[src/rtl/core/dess_pkg.sv]
// Shared types, codes, decode table and speed scaling constants of the drive enable sequencer.
`timescale 1ns / 1ps
`default_nettype none

package dess_pkg;

    // Event codes on the input channel
    typedef enum logic [2:0] {
        CMD_STATUS     = 3'd0,
        CMD_VELOCITY   = 3'd1,
        CMD_BOOT       = 3'd2,
        CMD_QUERY      = 3'd3,
        CMD_QUICK_STOP = 3'd4
    } cmd_t;

    // Result action codes
    typedef enum logic [2:0] {
        ACT_NONE       = 3'd0,
        ACT_CW         = 3'd1,
        ACT_VEL_MODE   = 3'd2,
        ACT_TARGET_VEL = 3'd3,
        ACT_CONFIG     = 3'd4,
        ACT_GET_VEL    = 3'd5
    } action_t;

    // Drive power states, one-hot; bit position equals the decode table row
    typedef enum logic [7:0] {
        DS_NOT_READY  = 8'b0000_0001,
        DS_SW_ON_DIS  = 8'b0000_0010,
        DS_READY      = 8'b0000_0100,
        DS_SWITCHED   = 8'b0000_1000,
        DS_OP_ENABLED = 8'b0001_0000,
        DS_QSTOP      = 8'b0010_0000,
        DS_FAULT_RXN  = 8'b0100_0000,
        DS_FAULT      = 8'b1000_0000
    } drive_state_t;

    localparam int unsigned NUM_STATES = 8;

    // Status word decode, first match wins
    localparam logic [7:0] DECODE_MASK [NUM_STATES] =
        '{8'h4F, 8'h4F, 8'h6F, 8'h6F, 8'h6F, 8'h6F, 8'h4F, 8'h4F};
    localparam logic [7:0] DECODE_VALUE [NUM_STATES] =
        '{8'h00, 8'h40, 8'h21, 8'h23, 8'h27, 8'h07, 8'h0F, 8'h08};

    localparam logic [10:0] COB_ID_STATUS = 11'h180;

    // Control words
    localparam logic [7:0] CTL_SHUTDOWN    = 8'h06;
    localparam logic [7:0] CTL_SWITCH_ON   = 8'h07;
    localparam logic [7:0] CTL_ENABLE_OP   = 8'h0F;
    localparam logic [7:0] CTL_QSTOP       = 8'h02;
    localparam logic [7:0] CTL_FLT_RESET   = 8'h80;
    localparam logic [7:0] CTL_DIS_VOLTAGE = 8'h00;

    // Speed scaling: T = floor(|v| * 66666667 * 65535 / 7680000000) = floor(|v| * C >> 44)
    // with C rounded up; the error stays below one step for |v| up to 2^15.
    localparam int unsigned  SCALE_SHIFT     = 44;
    localparam logic [127:0] SCALE_NUM_WIDE  = (128'd66666667 * 128'd65535) << SCALE_SHIFT;
    localparam logic [127:0] SCALE_DEN_WIDE  = 128'd7680000000;
    localparam logic [127:0] SCALE_RECIP_WIDE =
        (SCALE_NUM_WIDE + SCALE_DEN_WIDE - 128'd1) / SCALE_DEN_WIDE;
    localparam logic [53:0]  SCALE_RECIP     = SCALE_RECIP_WIDE[53:0];
    localparam logic [26:0]  SCALE_RECIP_HI  = SCALE_RECIP[53:27];
    localparam logic [26:0]  SCALE_RECIP_LO  = SCALE_RECIP[26:0];

    localparam logic [16:0] FRAC_DIV = 17'd65535;

    // Results planned for one transaction (one or two)
    typedef struct packed {
        logic          two;
        action_t       act0;
        logic [7:0]    cw0;
        action_t       act1;
        logic [7:0]    cw1;
        logic          neg;
    } plan_t;

    // Plan plus scaled speed, 65535 * pulses per ms, truncated
    typedef struct packed {
        plan_t         plan;
        logic [24:0]   scaled;
    } scaled_item_t;

endpackage

`default_nettype wire

[src/rtl/core/dess_control.sv]
// Drive state register, status word decode and result planning per transaction.
`timescale 1ns / 1ps
`default_nettype none

module dess_control (
    input  wire logic                 aclk,
    input  wire logic                 aresetn,
    input  wire logic                 accept,
    input  wire logic [2:0]           cmd,
    input  wire logic [10:0]          cob_id,
    input  wire logic [15:0]          stat_word,
    input  wire logic signed [15:0]   velocity,
    output dess_pkg::plan_t           plan,
    output logic                      has_result,
    output logic [16:0]               mag
);
    import dess_pkg::*;

    drive_state_t drive_state_reg;
    drive_state_t drive_state_next;
    drive_state_t decoded_state;
    logic         decode_found;
    logic [7:0]   decoded_onehot;
    logic [16:0]  vel_mag;

    // First matching mask/value pair
    always_comb begin
        decode_found   = 1'b0;
        decoded_onehot = 8'd0;
        for (int i = NUM_STATES - 1; i >= 0; i--) begin
            if ((stat_word[7:0] & DECODE_MASK[i]) == DECODE_VALUE[i]) begin
                decode_found   = 1'b1;
                decoded_onehot = 8'd1 << i;
            end
        end
        decoded_state = drive_state_t'(decoded_onehot);
    end

    // Magnitude of the commanded speed; -32768 gives 32768
    assign vel_mag = velocity[15] ? (17'h10000 - {1'b0, velocity}) : {1'b0, velocity};

    // Plan the results and the next drive state
    always_comb begin
        plan             = '0;
        plan.act0        = ACT_NONE;
        plan.act1        = ACT_NONE;
        has_result       = 1'b0;
        mag              = '0;
        drive_state_next = drive_state_reg;
        case (cmd_t'(cmd))
            CMD_STATUS: begin
                if (cob_id == COB_ID_STATUS && decode_found) begin
                    drive_state_next = decoded_state;
                    if (decoded_state == DS_FAULT) begin
                        has_result = 1'b1;
                        plan.two   = 1'b1;
                        plan.act0  = ACT_CW;
                        plan.cw0   = CTL_FLT_RESET;
                        plan.act1  = ACT_CW;
                        plan.cw1   = CTL_DIS_VOLTAGE;
                    end else if (decoded_state == DS_SW_ON_DIS) begin
                        has_result = 1'b1;
                        plan.act0  = ACT_CW;
                        plan.cw0   = CTL_SHUTDOWN;
                    end else if (decoded_state == DS_READY) begin
                        has_result = 1'b1;
                        plan.act0  = ACT_CW;
                        plan.cw0   = CTL_SWITCH_ON;
                    end else if (decoded_state == DS_SWITCHED) begin
                        has_result = 1'b1;
                        plan.act0  = ACT_CW;
                        plan.cw0   = CTL_ENABLE_OP;
                    end else if (decoded_state == DS_OP_ENABLED
                                 && drive_state_reg == DS_SWITCHED) begin
                        has_result = 1'b1;
                        plan.act0  = ACT_VEL_MODE;
                    end
                end
            end
            CMD_VELOCITY: begin
                if (drive_state_reg == DS_SW_ON_DIS) begin
                    has_result = 1'b1;
                    plan.act0  = ACT_CW;
                    plan.cw0   = CTL_SHUTDOWN;
                end else if (drive_state_reg == DS_OP_ENABLED) begin
                    has_result = 1'b1;
                    plan.act0  = ACT_TARGET_VEL;
                    plan.neg   = velocity[15];
                    mag        = vel_mag;
                end
            end
            CMD_BOOT: begin
                has_result = 1'b1;
                plan.act0  = ACT_CONFIG;
            end
            CMD_QUERY: begin
                has_result = 1'b1;
                plan.act0  = ACT_GET_VEL;
            end
            CMD_QUICK_STOP: begin
                // quick stop word, then shutdown (switch on disabled) or zero velocity (operation enabled)
                has_result = 1'b1;
                plan.act0  = ACT_CW;
                plan.cw0   = CTL_QSTOP;
                if (drive_state_reg == DS_SW_ON_DIS) begin
                    plan.two  = 1'b1;
                    plan.act1 = ACT_CW;
                    plan.cw1  = CTL_SHUTDOWN;
                end else if (drive_state_reg == DS_OP_ENABLED) begin
                    plan.two  = 1'b1;
                    plan.act1 = ACT_TARGET_VEL;
                end
            end
            default: begin
                has_result = 1'b0;
            end
        endcase
    end

    // Kept drive state
    always_ff @(posedge aclk) begin
        if (!aresetn) begin
            drive_state_reg <= DS_NOT_READY;
        end else if (accept) begin
            drive_state_reg <= drive_state_next;
        end
    end

endmodule

`default_nettype wire

[src/rtl/core/dess_scale.sv]
// Two-stage speed scaling pipeline: split-constant multiply, then sum and shift.
`timescale 1ns / 1ps
`default_nettype none

module dess_scale (
    input  wire logic                   aclk,
    input  wire logic                   aresetn,
    input  wire logic                   in_valid,
    output logic                        in_ready,
    input  wire dess_pkg::plan_t        in_plan,
    input  wire logic [16:0]            in_mag,
    output logic                        out_valid,
    input  wire logic                   out_ready,
    output dess_pkg::scaled_item_t      out_item
);
    import dess_pkg::*;

    logic          s1_valid_reg;
    plan_t         s1_plan_reg;
    logic [43:0]   s1_prod_hi_reg;
    logic [43:0]   s1_prod_lo_reg;
    logic          s2_valid_reg;
    scaled_item_t  s2_item_reg;
    logic          s1_en;
    logic          s2_en;
    logic [70:0]   prod_sum;

    // Stage enables; empty stages fill even while downstream stalls
    assign s2_en    = out_ready || !s2_valid_reg;
    assign s1_en    = s2_en || !s1_valid_reg;
    assign in_ready = s1_en;

    assign prod_sum = {s1_prod_hi_reg, 27'd0} + {27'd0, s1_prod_lo_reg};

    // Valid bits
    always_ff @(posedge aclk) begin
        if (!aresetn) begin
            s1_valid_reg <= 1'b0;
            s2_valid_reg <= 1'b0;
        end else begin
            if (s1_en) begin
                s1_valid_reg <= in_valid;
            end
            if (s2_en) begin
                s2_valid_reg <= s1_valid_reg;
            end
        end
    end

    // Stage 1: partial products of the magnitude and the reciprocal constant
    always_ff @(posedge aclk) begin
        if (s1_en && in_valid) begin
            s1_plan_reg    <= in_plan;
            s1_prod_hi_reg <= {27'd0, in_mag} * {17'd0, SCALE_RECIP_HI};
            s1_prod_lo_reg <= {27'd0, in_mag} * {17'd0, SCALE_RECIP_LO};
        end
    end

    // Stage 2: combine partial products and drop the fraction bits
    always_ff @(posedge aclk) begin
        if (s2_en && s1_valid_reg) begin
            s2_item_reg.plan   <= s1_plan_reg;
            s2_item_reg.scaled <= prod_sum[68:44];
        end
    end

    assign out_valid = s2_valid_reg;
    assign out_item  = s2_item_reg;

endmodule

`default_nettype wire

[src/rtl/core/dess_outbuf.sv]
// Result register: splits the scaled speed and sends one or two results per transaction.
`timescale 1ns / 1ps
`default_nettype none

module dess_outbuf (
    input  wire logic                   aclk,
    input  wire logic                   aresetn,
    input  wire logic                   in_valid,
    output logic                        in_ready,
    input  wire dess_pkg::scaled_item_t in_item,
    output logic                        m_valid,
    input  wire logic                   m_ready,
    output logic [2:0]                  m_action,
    output logic [7:0]                  m_control_word,
    output logic                        m_polarity_negative,
    output logic [8:0]                  m_speed_integer,
    output logic [15:0]                 m_speed_fraction,
    output logic                        m_last
);
    import dess_pkg::*;

    logic          m_valid_reg;
    logic          pend_reg;
    action_t       act_reg;
    logic [7:0]    cw_reg;
    action_t       act1_reg;
    logic [7:0]    cw1_reg;
    logic          neg_reg;
    logic [8:0]    int_reg;
    logic [15:0]   frac_reg;
    logic          load;
    logic          is_target;
    logic [8:0]    quot_est;
    logic [16:0]   rem_est;
    logic [8:0]    int_next;
    logic [15:0]   frac_next;

    // Free when empty or when the last result leaves this cycle
    assign load     = !m_valid_reg || (m_ready && !pend_reg);
    assign in_ready = load;

    // Divide by 65535: T = q*65536 + lo = q*65535 + (lo + q), one correction step
    always_comb begin
        quot_est = in_item.scaled[24:16];
        rem_est  = {1'b0, in_item.scaled[15:0]} + {8'd0, quot_est};
        if (rem_est >= FRAC_DIV) begin
            int_next  = quot_est + 9'd1;
            frac_next = 16'(rem_est - FRAC_DIV);
        end else begin
            int_next  = quot_est;
            frac_next = rem_est[15:0];
        end
    end

    // Control
    always_ff @(posedge aclk) begin
        if (!aresetn) begin
            m_valid_reg <= 1'b0;
            pend_reg    <= 1'b0;
        end else if (load) begin
            m_valid_reg <= in_valid;
            pend_reg    <= in_valid && in_item.plan.two;
        end else if (m_ready) begin
            pend_reg    <= 1'b0;
        end
    end

    // Payload; the second result moves to the front after the first is taken
    always_ff @(posedge aclk) begin
        if (load && in_valid) begin
            act_reg  <= in_item.plan.act0;
            cw_reg   <= in_item.plan.cw0;
            act1_reg <= in_item.plan.act1;
            cw1_reg  <= in_item.plan.cw1;
            neg_reg  <= in_item.plan.neg;
            int_reg  <= int_next;
            frac_reg <= frac_next;
        end else if (m_valid_reg && m_ready && pend_reg) begin
            act_reg  <= act1_reg;
            cw_reg   <= cw1_reg;
        end
    end

    assign is_target           = (act_reg == ACT_TARGET_VEL);
    assign m_valid             = m_valid_reg;
    assign m_action            = act_reg;
    assign m_control_word      = cw_reg;
    assign m_polarity_negative = is_target && neg_reg;
    assign m_speed_integer     = is_target ? int_reg : 9'd0;
    assign m_speed_fraction    = is_target ? frac_reg : 16'd0;
    assign m_last              = !pend_reg;

endmodule

`default_nettype wire

[src/rtl/core/drive_enable_state_sequencer.sv]
// Drive enable sequencer top level: control, speed scaling pipeline and result register.
//
// Usage: each s_ transaction is one event (status word, velocity command, boot-up,
// velocity query or quick stop). Status words decode into a drive power state, and
// the block answers on the m_ channel with zero, one or two result transactions
// (control word, velocity mode, target velocity, node configuration, velocity
// request); m_last marks the final result of an event.
// Path: an accepted event passes the two scaling stages and then the result register
// before its result is presented. Throughput: one event per cycle when it yields at
// most one result and the receiver does not stall; an event that yields two results
// holds the single result register until both are taken.
// Events with no result are accepted and leave the pipeline empty.
// Reset (aresetn low, synchronous) sets the drive state to not ready to switch on
// and empties the pipeline. When the receiver stalls, results hold steady; empty
// stages keep filling, and s_ready drops only once all three stages are full.
`timescale 1ns / 1ps
`default_nettype none

module drive_enable_state_sequencer (
    input  wire logic                 aclk,
    input  wire logic                 aresetn,
    input  wire logic                 s_valid,
    output logic                      s_ready,
    input  wire logic [2:0]           s_cmd,
    input  wire logic [10:0]          s_cob_id,
    input  wire logic [15:0]          s_stat_word,
    input  wire logic signed [15:0]   s_velocity,
    output logic                      m_valid,
    input  wire logic                 m_ready,
    output logic [2:0]                m_action,
    output logic [7:0]                m_control_word,
    output logic                      m_polarity_negative,
    output logic [8:0]                m_speed_integer,
    output logic [15:0]               m_speed_fraction,
    output logic                      m_last
);
    import dess_pkg::*;

    logic          accept;
    plan_t         plan;
    logic          has_result;
    logic [16:0]   mag;
    logic          scale_ready;
    logic          scaled_valid;
    logic          outbuf_ready;
    scaled_item_t  scaled_item;

    assign s_ready = scale_ready;
    assign accept  = s_valid && scale_ready;

    // Event decode and drive state
    dess_control u_control (
        .aclk        (aclk),
        .aresetn     (aresetn),
        .accept      (accept),
        .cmd         (s_cmd),
        .cob_id      (s_cob_id),
        .stat_word   (s_stat_word),
        .velocity    (s_velocity),
        .plan        (plan),
        .has_result  (has_result),
        .mag         (mag)
    );

    // Speed scaling stages; only events with results enter
    dess_scale u_scale (
        .aclk      (aclk),
        .aresetn   (aresetn),
        .in_valid  (s_valid && has_result),
        .in_ready  (scale_ready),
        .in_plan   (plan),
        .in_mag    (mag),
        .out_valid (scaled_valid),
        .out_ready (outbuf_ready),
        .out_item  (scaled_item)
    );

    // Result register and two-result sequencing
    dess_outbuf u_outbuf (
        .aclk                (aclk),
        .aresetn             (aresetn),
        .in_valid            (scaled_valid),
        .in_ready            (outbuf_ready),
        .in_item             (scaled_item),
        .m_valid             (m_valid),
        .m_ready             (m_ready),
        .m_action            (m_action),
        .m_control_word      (m_control_word),
        .m_polarity_negative (m_polarity_negative),
        .m_speed_integer     (m_speed_integer),
        .m_speed_fraction    (m_speed_fraction),
        .m_last              (m_last)
    );

endmodule

`default_nettype wire

[config.mk]
export PLATFORM = sky130hd
export DESIGN_NAME = drive_enable_state_sequencer
export DESIGN_NICKNAME = d
export VERILOG_FILES = /design/src/rtl/core/dess_pkg.sv /design/src/rtl/core/dess_control.sv /design/src/rtl/core/dess_scale.sv /design/src/rtl/core/dess_outbuf.sv /design/src/rtl/core/drive_enable_state_sequencer.sv
export SDC_FILE = /design/constraint.sdc
export NUM_CORES = 1
export LEC_CHECK = 0
export BUFFER_PORTS_ARGS = -buffer_cell sky130_fd_sc_hd__buf_4
export CAP_MARGIN = 20
export CORE_UTILIZATION = 25
export CTS_CLUSTER_SIZE = 25
export DETAILED_ROUTE_END_ITERATION = 8
export MAX_ROUTING_LAYER = met4
export REMOVE_ABC_BUFFERS = 1
export SETUP_SLACK_MARGIN = 0.4
export SLEW_MARGIN = 20
export SYNTH_ARGS = -nofsm -noshare
export SYNTH_HDL_FRONTEND = slang
export SYNTH_HIERARCHICAL = 1
export SYNTH_SLANG_ARGS = --single-unit
[constraint.sdc]
create_clock -name aclk -period 6.7 [get_ports aclk]
set_input_delay 0 -clock aclk [delete_from_list [all_inputs] [get_ports aclk]]
set_output_delay 0 -clock aclk [all_outputs]
set_load 0.05 [all_outputs]
==> out/metrics.csv, run 1 <==
metric,value,unit
hold_viol_final,0,
remaining_drc_errors,0,
initial_core_util,0.254,
p_sw,679,uW
htree_num_levels,4,
netlist_area,21400,sq um
cp-end-kind,flop,
grtUsageTotal,0.133,
r2r-start,u_control/drive_state_reg[6],
synth_cells,2031,
fin_crit,6.89,ns
ant_nets,0,
yosysTopAreaCell,edfxtp_1,
routed_wl,54700,microns
fin_skew,0.0109,ns
via_per_inst,4.27,
slew_headroom,0.296,
worst_slack,-0.190,ns
ios,90,
cts_num_sinks,188,
ys_async_sr_fraction,0,
grt_max_degree,80,
grt_pass1_vias,16000,
path_class,flop to flop,
tightest_slew,1.06,ns
power_density,94.6,nW/um^2
required,6.92,ns
yosysWarningCount,6,
holdPathEnd,u_outbuf/m_valid,
p_leak,0.0133,uW
hold_ws,0.0517,ns
r2r_slack,-0.19,ns
ys_seq_area_frac,0.259,
rsz0062_at_grt,yes,
cts_buffer_depth,2,
critical_path_arrival,7.11,ns
wl_per_cell,15.1,microns
fillers,8415,
synth.distinct_cells,94,
p_int,1980,uW
post-route-cell-area,28100,sq um
grt_pass1_wl,86300,microns
min-delay-start,m_ready,
synth_edf_count,176,
multi_input_comb_area,15200,sq um
syn_to_final_growth,31.3,%
crit_cells,27,
synth_top_cells_by_area,"edfxtp_1, fa_1, ha_1",
swShare,0.256,
final_nets,3068,
dp_hpwl,45700,microns
pre_cts_slack,-0.717,ns
r2r-end,u_scale/s1_prod_lo_reg[39],
drive_gt1_frac,0.286,
clk_pin_slew,0.08,ns
die_h,294,microns
clkPwrFrac,0.396,
syn_area_per_cell,10.5,sq um
setup_tns,-1.18,ns
antenna_found_initial,1,
ys_ff_latch,188,
cp-start-kind,flop,
die_w,294,microns
combPwrFrac,0.102,
hp-class,primary input to flop,
coreArea,84100,sq um
tritoncts,yes,
largest_reg_flops,49,
drt_first_pass_iters,5,
r2r_cells,27,
period_share,1.03,
setup_viol,10,
regArea,5530,sq um
max_cap_violations,0,
violations,setup timing,
io_buffers,79,
yosysTopAreaCellShare,0.247,
dpl_cell_area,25500,sq um
num_antenna_cells,0,
critical_path_buf_inv_count,8,
p_seq_frac,0.503,
design.die.area,86700,sq um
fmax,145,MHz
peakVddDrop,0.184,mV
max_stage_delay,0.55,ns
path_max_fanout,5,
grt.overflow.total,0,
hold_depth,4,
dr_total_vias,15400,
crit_path_top_delay_cell,or4_4,
fin_util,0.334,
numCtsBuffers,17,
synth_ff_type,edfxtp_1,
cts-root-buf,clkbuf_16,
gp_congestion,0.973,
drv_slew,0,
rows,106,
clk_latency,0.47,ns
drt_iter0_drc,751,
status,"complete, but fails checks",
cp_top_family,adder cells,
-- synth_stat cells, types with 12 or more instances --
| master | instances |
|---|---|
| xor2_1 | 49 |
| o21ai_0 | 49 |
| a21o_1 | 45 |
| nor2b_1 | 15 |
| a21oi_1 | 87 |
| and3_1 | 12 |
| nand4_1 | 25 |
| xnor2_1 | 65 |
| dfxtp_1 | 12 |
| nor2_1 | 77 |
| buf_4 | 14 |
| a211oi_1 | 13 |
| fa_1 | 238 |
| and2_1 | 39 |
| nand3_1 | 37 |
| inv_1 | 455 |
| edfxtp_1 | 176 |
| nand2_1 | 77 |
| nor3_1 | 12 |
| ha_1 | 315 |
-- per-stage QoR --
step	cells	total power, uW
floorplan	2006	1500
global placement	3511	1600
detailed placement	3512	1600
finish	3612	2660
CTS	3590	2690
global route	3612	2770
-- layer usage --
metal / GRT usage / vias to the layer above / share of wire
li1: - / 7646 / -
met1: 0.167 / 7423 / 0.45
met2: 0.215 / 284 / 0.48
met3: 0.0268 / 72 / 0.043
met4: 0.0427 / 0 / 0.027
met5: - / - / 0
-- worst reg2reg max path, stage by stage, from the launching register on --
cell and delay (ns):
dfxtp_2 0.32, or4_4 0.55, nor3_4 0.15, nand4_2 0.15, buf_12 0.19, buf_8 0.15, nor2_4 0.10, buf_6 0.11
buf_4 0.12, ha_4 0.13, inv_1 0.05, fa_2 0.53, inv_1 0.05, fa_2 0.54, fa_2 0.45, fa_1 0.51
inv_2 0.04, fa_1 0.52, inv_1 0.05, ha_2 0.18, a21o_1 0.17, a311o_1 0.36, a21oi_2 0.24, o211ai_1 0.14
o211ai_1 0.13, a21boi_4 0.30, nor3_2 0.07, or3b_1 0.34
-- power groups by stage --
stage | logic (uW) | registers [uW] | clock network [uW]
floorplan | 142 | 1360 | 0
global placement | 242 | 1360 | 0
detailed placement | 242 | 1360 | 0
CTS | 265 | 1330 | 1090
global route | 298 | 1340 | 1130
finish | 270 | 1330 | 1050
-- final cells by class --
type                            instances  area share
Tap cell                             1134      0.0505
Sequential cell                       188       0.197
Inverter                              455      0.0610
Clock inverter                         15     0.00700
Multi-Input combinational cell       1363       0.542
Timing Repair Buffer                  440       0.128
Clock buffer                           17      0.0152
-- cell families (layout without fill, tap and decap cells) --
family,count (synthesis),in the layout,synth area share
XOR/XNOR,114,114,0.0467
adder cells (fa/ha/maj),553,553,0.407
AO/OA/AOI/OAI,301,301,0.0962
buffers and inverters,490,927,0.0895
AND/OR/NAND/NOR,369,369,0.0934
flip-flops,188,188,0.259
multiplexers,15,15,0.00814
other,1,11,0.000175
-- worst max-delay path by stage --
stage / from / end / slack, ns
after CTS: u_control/drive_state_reg[7] / u_scale/s1_prod_lo_reg[39] / -0.21
after detailed placement: u_control/drive_state_reg[6] / u_scale/s1_prod_lo_reg[39] / -0.72
after floorplan: u_control/drive_state_reg[6] / u_scale/s1_prod_lo_reg[39] / -0.77
after global routing: u_control/drive_state_reg[6] / u_scale/s1_prod_lo_reg[39] / -0.44
after global placement: u_control/drive_state_reg[6] / u_scale/s1_prod_lo_reg[39] / -0.63
final: u_control/drive_state_reg[6] / u_scale/s1_prod_lo_reg[39] / -0.19
-- repair_timing --
item | CTS | global route
hold endpoints to repair | 17 | 0
gates resized for setup | 216 | 89
pin swaps | 130 | 90
buffers inserted | 30 | 22
endpoints found under the setup margin | 43 | 43
hold buffers | 16 | 0
gates cloned | 0 | 0
-- cells in the final DEF (no fill, tap or decap), types with 8 or more instances in the layout --
cell	n
fa_2	15
a211oi_1	11
xor2_1	48
ha_1	264
and3_1	10
nor3_1	9
ha_4	45
mux2_2	11
buf_6	36
xnor2_1	63
a21o_1	45
o211ai_1	11
buf_4	378
o21ai_0	34
nand4_1	25
fa_1	223
edfxtp_1	176
o21ai_1	12
nor2_1	62
and4_1	8
inv_2	35
nor2b_1	14
o21a_1	9
dfxtp_1	10
and2_1	38
clkbuf_16	17
nor2_4	12
a21oi_2	25
nand2_1	68
dlygate4sd3_1	16
conb_1	11
a21oi_1	57
nand3_1	34
inv_1	418
Power figures use the tool's default switching activity.
==> run 2, diff against run 1 <==
CORE_ASPECT_RATIO = 1.4   (was not set)
HOLD_SLACK_MARGIN = 0.08   (was not set)
==> run 2 against run 1 <==
- the flow still finishes with violations (setup timing)
- sequential share of layout area up 0.062 points
- critical path depth unchanged
- clock skew up 0.0020 ns
- total power down 1.3%
- first-iteration DRC count down 15%
- non-clock buffer count up 18
- hold slack better by 0.081 ns
- clock-buffer cell count up 2
- largest cell class unchanged
- largest power group unchanged
==> out/metrics.csv, run 2 (same netlist as run 1, synthesis figures left out) <==
metric,value,unit,change
die_w,249,microns,-15%
rsz0062_at_grt,yes,,
post-route-cell-area,28000,sq um,-0.33%
syn_to_final_growth,30.9,%,
grt_pass1_vias,16700,,+4.8%
path_class,flop to flop,,
drt_first_pass_iters,4,,-1
htree_num_levels,4,,unchanged
cp_common_cell,fa_1,,
hp-class,primary input to flop,,
dp_cells,3484,,-0.80%
critical_path_arrival,7.11,ns,about the same
layout_common_cells,"inv_1, buf_4, ha_1, fa_1, edfxtp_1",,
cp-start-kind,flop,,
cts_num_sinks,188,,unchanged
final_nets,3086,,+0.59%
clk_pin_slew,0.08,ns,about the same
tritoncts,yes,,
power_density,93.7,nW/um^2,-0.92%
multi_input_comb_area,15000,sq um,-1.1%
slew_headroom,0.514,,+0.218
dr_total_vias,15600,,+1.4%
max_stage_delay,0.60,ns,+0.05 ns
critical_path_buf_inv_count,8,,unchanged
power,2620,uW,-1.3%
cts_buffer_depth,2,,unchanged
design.die.area,86700,sq um,about the same
dpl_cell_area,25600,sq um,+0.39%
io_buffers,79,,unchanged
path_max_fanout,7,,+2
dp_hpwl,47800,microns,+4.5%
cts-root-buf,clkbuf_16,,
antenna_found_initial,1,,unchanged
crit_path_top_delay_cell,fa_1,,
drt_iter0_drc,641,,-15%
drv_slew,0,,unchanged
fillers,8516,,+1.2%
numCtsBuffers,17,,unchanged
routed_wl,56000,microns,+2.5%
status,"complete, but fails checks",,
cp-end-kind,flop,,
clk_latency,0.47,ns,about the same
peakVddDrop,0.191,mV,+3.9%
setup_tns,-1.39,ns,-0.208 ns
via_per_inst,4.36,,+2.1%
grt_max_degree,50,,-38%
p_leak,0.0134,uW,+0.26%
r2r_slack,-0.20,ns,about the same
layout_commonest_cell,inv_1,,
remaining_drc_errors,0,,unchanged
rows,126,,+19%
ios,90,,unchanged
drive_gt1_frac,0.277,,-0.00887
wl_per_cell,15.6,microns,+3.3%
initial_core_util,0.253,,-0.00125
worst_slack,-0.201,ns,-0.0101 ns
die_h,348,microns,+18%
fin_skew,0.0130,ns,+0.00203 ns
fmax,145,MHz,-0.15%
hold_viol_final,0,,unchanged
cp_top_family,adder cells,,
max_cap_violations,0,,unchanged
grtUsageTotal,0.137,,+0.00345
fin_crit,6.90,ns,+0.0101 ns
num_antenna_cells,0,,unchanged
period_share,1.03,,+0.00151
tightest_slew,0.729,ns,-0.327 ns
grt.overflow.total,0,,unchanged
instances_no_fill,3584,,-0.78%
regArea,5530,sq um,about the same
gp_congestion,1.00,,+3.3%
setup_viol,17,,+7
coreArea,84500,sq um,+0.49%
required,6.91,ns,about the same
violations,setup timing,,
grt_pass1_wl,89400,microns,+3.5%
largest_reg_flops,49,,unchanged
ant_nets,0,,unchanged
## run 2: cell type report
cell class,instances,area share
Multi-Input combinational cell,1363,0.538
Sequential cell,188,0.198
Timing Repair Buffer,458,0.134
Inverter,455,0.0611
Tap cell,1088,0.0487
Clock buffer,19,0.0158
Clock inverter,13,0.00541
## run 2: timing repair
| action | in CTS | in global routing |
|---|---|---|
| endpoints found under the setup margin | 43 | 43 |
| pin swaps | 118 | 33 |
| hold endpoints to repair | 25 | 0 |
| setup buffers | 39 | 9 |
| resized for setup | 203 | 58 |
| hold buffers | 20 | 0 |
## run 2: worst register-to-register path, delay by kind of cell, from the launching register on
family	cells	cell delay, ns
adder cells (fa/ha/maj)	7	3.10
AND/OR/NAND/NOR	6	1.33
AO/OA/AOI/OAI	6	1.03
buffers and inverters	8	0.88
flip-flops	1	0.33
## run 2: routing by layer
metal	track usage	share of wire
met1	0.140	0.39
met2	0.258	0.55
met3	0.0164	0.021
met4	0.0640	0.047
met5	-	0
## run 2: stage by stage
step / setup slack (ns) / hold slack, ns / util
floorplan: -0.770 / 0.0734 / -
global placement: -0.657 / 0.295 / 0.303
detailed placement: -0.780 / 0.293 / 0.303
CTS: -0.305 / 0.103 / 0.327
global route: -0.444 / 0.153 / 0.331
finish: -0.201 / 0.133 / 0.331
## run 2: worst paths after layout
path | cells past startpoint | endpoint | from
max | 27 | u_scale/s1_prod_lo_reg[39] | u_control/drive_state_reg[7]
min | 5 | u_control/drive_state_reg[1] | s_cob_id[1]
max reg2reg | 27 | u_scale/s1_prod_lo_reg[39] | u_control/drive_state_reg[7]
min reg2reg | 0 | u_outbuf/cw1_reg[4] | u_scale/out_item[30]
## run 2: power by group
group	total, uW	leakage (uW)	internal, uW	switching [uW]
Clock	1020	0.000286	539	482
Sequential	1330	0.00170	1320	17.2
Combinational	267	0.0114	118	149
==> run 3, diff against run 2 <==
CORE_UTILIZATION = 59   (was 25)
PLACE_DENSITY = 0.8   (was not set)
==> run 3 against run 2 <==
- critical path depth shrank 2
- the flow still finishes with violations (setup timing)
- highest routed layer unchanged
- utilization is 42 points higher
- register-to-register slack worse by 0.07 ns
- flip-flop and latch count did not move
- critical path type unchanged
- clock-buffer cell count fell by 2
==> out/metrics.csv, run 3 (same netlist as run 1, synthesis figures left out) <==
metric,value,unit,change
status,"complete, but fails checks",,
violations,setup timing,,
cts_num_sinks,188,,unchanged
ant_nets,0,,unchanged
initial_core_util,0.599,,+0.346
final_nets,3030,,-1.8%
design.die.area,37000,sq um,-57%
coreArea,35700,sq um,-58%
grt_max_degree,80,,+60%
fin_util,0.755,,+0.424
fin_crit,6.97,ns,+0.0714 ns
routed_wl,59500,microns,+6.1%
cp_common_cell,fa_1,,
tritoncts,yes,,
ios,90,,unchanged
slew_headroom,0.291,,-0.223
path_max_fanout,9,,+2
setup_viol,27,,+10
hold_viol_final,0,,unchanged
drt_first_pass_iters,5,,+1
fin_skew,0.0216,ns,+0.00867 ns
combPwrFrac,0.102,,about the same
cp-end-kind,flop,,
p_sw,681,uW,+5.0%
dpl_cell_area,24400,sq um,-4.7%
peakVddDrop,0.230,mV,+21%
io_buffers,79,,unchanged
swShare,0.259,,+0.0114
antenna_found_initial,1,,unchanged
cp-start-kind,flop,,
syn_to_final_growth,26.2,%,
hold_ws,0.141,ns,+0.00744 ns
hp-class,primary input to flop,,
clkPwrFrac,0.391,,+0.002
drive_gt1_frac,0.270,,-0.00717
grt_pass1_wl,88100,microns,-1.4%
post-route-cell-area,27000,sq um,-3.6%
numCtsBuffers,17,,unchanged
worst_slack,-0.272,ns,-0.0714 ns
die_w,163,microns,-35%
cts_buffer_depth,2,,unchanged
via_per_inst,5.70,,+31%
path_class,flop to flop,,
p_seq_frac,0.507,,-0.002
fmax,143,MHz,-1.0%
wl_per_cell,20.5,microns,+31%
cts-root-buf,clkbuf_16,,
layout_common_cells,"inv_1, buf_4, ha_1, fa_1, edfxtp_1",,
crit_path_top_delay_cell,or4_4,,
drt_iter0_drc,862,,+34%
critical_path_arrival,7.17,ns,+0.06 ns
dp_hpwl,46800,microns,-1.9%
die_h,227,microns,-35%
max_stage_delay,0.55,ns,-0.05 ns
grt_pass1_vias,17600,,+5.3%
dr_total_vias,16500,,+5.8%
rsz0062_at_grt,yes,,
largest_reg_flops,49,,unchanged
clk_latency,0.44,ns,-0.03 ns
clk_pin_slew,0.08,ns,about the same
period_share,1.04,,+0.0107
grt.overflow.total,0,,unchanged
p_leak,0.0132,uW,-1.4%
layout_commonest_cell,inv_1,,
rows,82,,-35%
p_int,1950,uW,-1.1%
required,6.90,ns,about the same
tightest_slew,1.06,ns,+0.335 ns
remaining_drc_errors,0,,unchanged
grtUsageTotal,0.326,,+0.189
gp_congestion,0.998,,-0.68%
power_density,97.6,nW/um^2,+4.2%
htree_num_levels,4,,unchanged
max_cap_violations,0,,unchanged
drv_slew,0,,unchanged
-- run 3: per-layer routing --
metal  wire [microns]  track usage  vias up
met5                0            -        -
li1                 -            -     7561
met1            20300        0.310     8147
met4             4230        0.200        0
met3             1970       0.0255      239
met2            32900        0.628      599
-- run 3: power by group through the flow --
stage	logic [uW]	registers (uW)	clock network (uW)
final	268	1340	1030
after global placement	230	1360	0
after floorplan	142	1360	0
after global routing	291	1340	1080
after detailed placement	238	1360	0
after CTS	255	1330	1040
-- run 3: per-stage QoR --
stage	std cells	power (uW)	setup TNS, ns	worst slack, ns
5_1_grt	2905	2710	-9.52	-0.510
6_report	2905	2630	-4.03	-0.272
2_1_floorplan	2006	1500	-11.13	-0.770
4_1_cts	2890	2630	-2.81	-0.263
3_5_place_dp	2807	1600	-15.49	-0.629
3_3_place_gp	2807	1590	-11.45	-0.558
-- run 3: layout make-up --
class | instances | area [sq um]
Antenna cell | 3 | 7.51
Clock buffer | 17 | 425
Clock inverter | 15 | 199
Fill cell | 2366 | 8740
Inverter | 455 | 1720
Multi-Input combinational cell | 1363 | 15200
Sequential cell | 188 | 5530
Tap cell | 462 | 578
Timing Repair Buffer | 402 | 3310
-- run 3: timing repair --
action	4_1_cts	5_1_grt
setup endpoints to repair	43	42
resized for setup	181	119
hold buffers	19	0
buffers inserted	32	11
gates cloned	0	1
hold endpoints to repair	20	0
pin swaps	100	67
-- run 3: final timing paths --
| kind | from | endpoint | slack, ns | depth (start not counted) |
|---|---|---|---|---|
| setup / recovery | u_control/drive_state_reg[7] | u_scale/s1_prod_lo_reg[39] | -0.27 | 25 |
| hold / removal | s_cmd[2] | u_scale/s1_plan_reg[14] | 0.14 | 4 |
| setup reg to reg | u_control/drive_state_reg[7] | u_scale/s1_prod_lo_reg[39] | -0.27 | 25 |
| hold reg to reg | u_scale/s1_plan_reg[20] | u_scale/out_item[45] | 0.41 | 0 |
-- run 3: worst max-delay path: cells and delay by family, from the launching register on --
family / cells / cell delay [ns]
buffers and inverters: 7 / 0.83
adder cells (fa/ha/maj): 7 / 3.35
AND/OR/NAND/NOR: 5 / 1.42
flip-flops: 1 / 0.33
AO/OA/AOI/OAI: 6 / 0.77
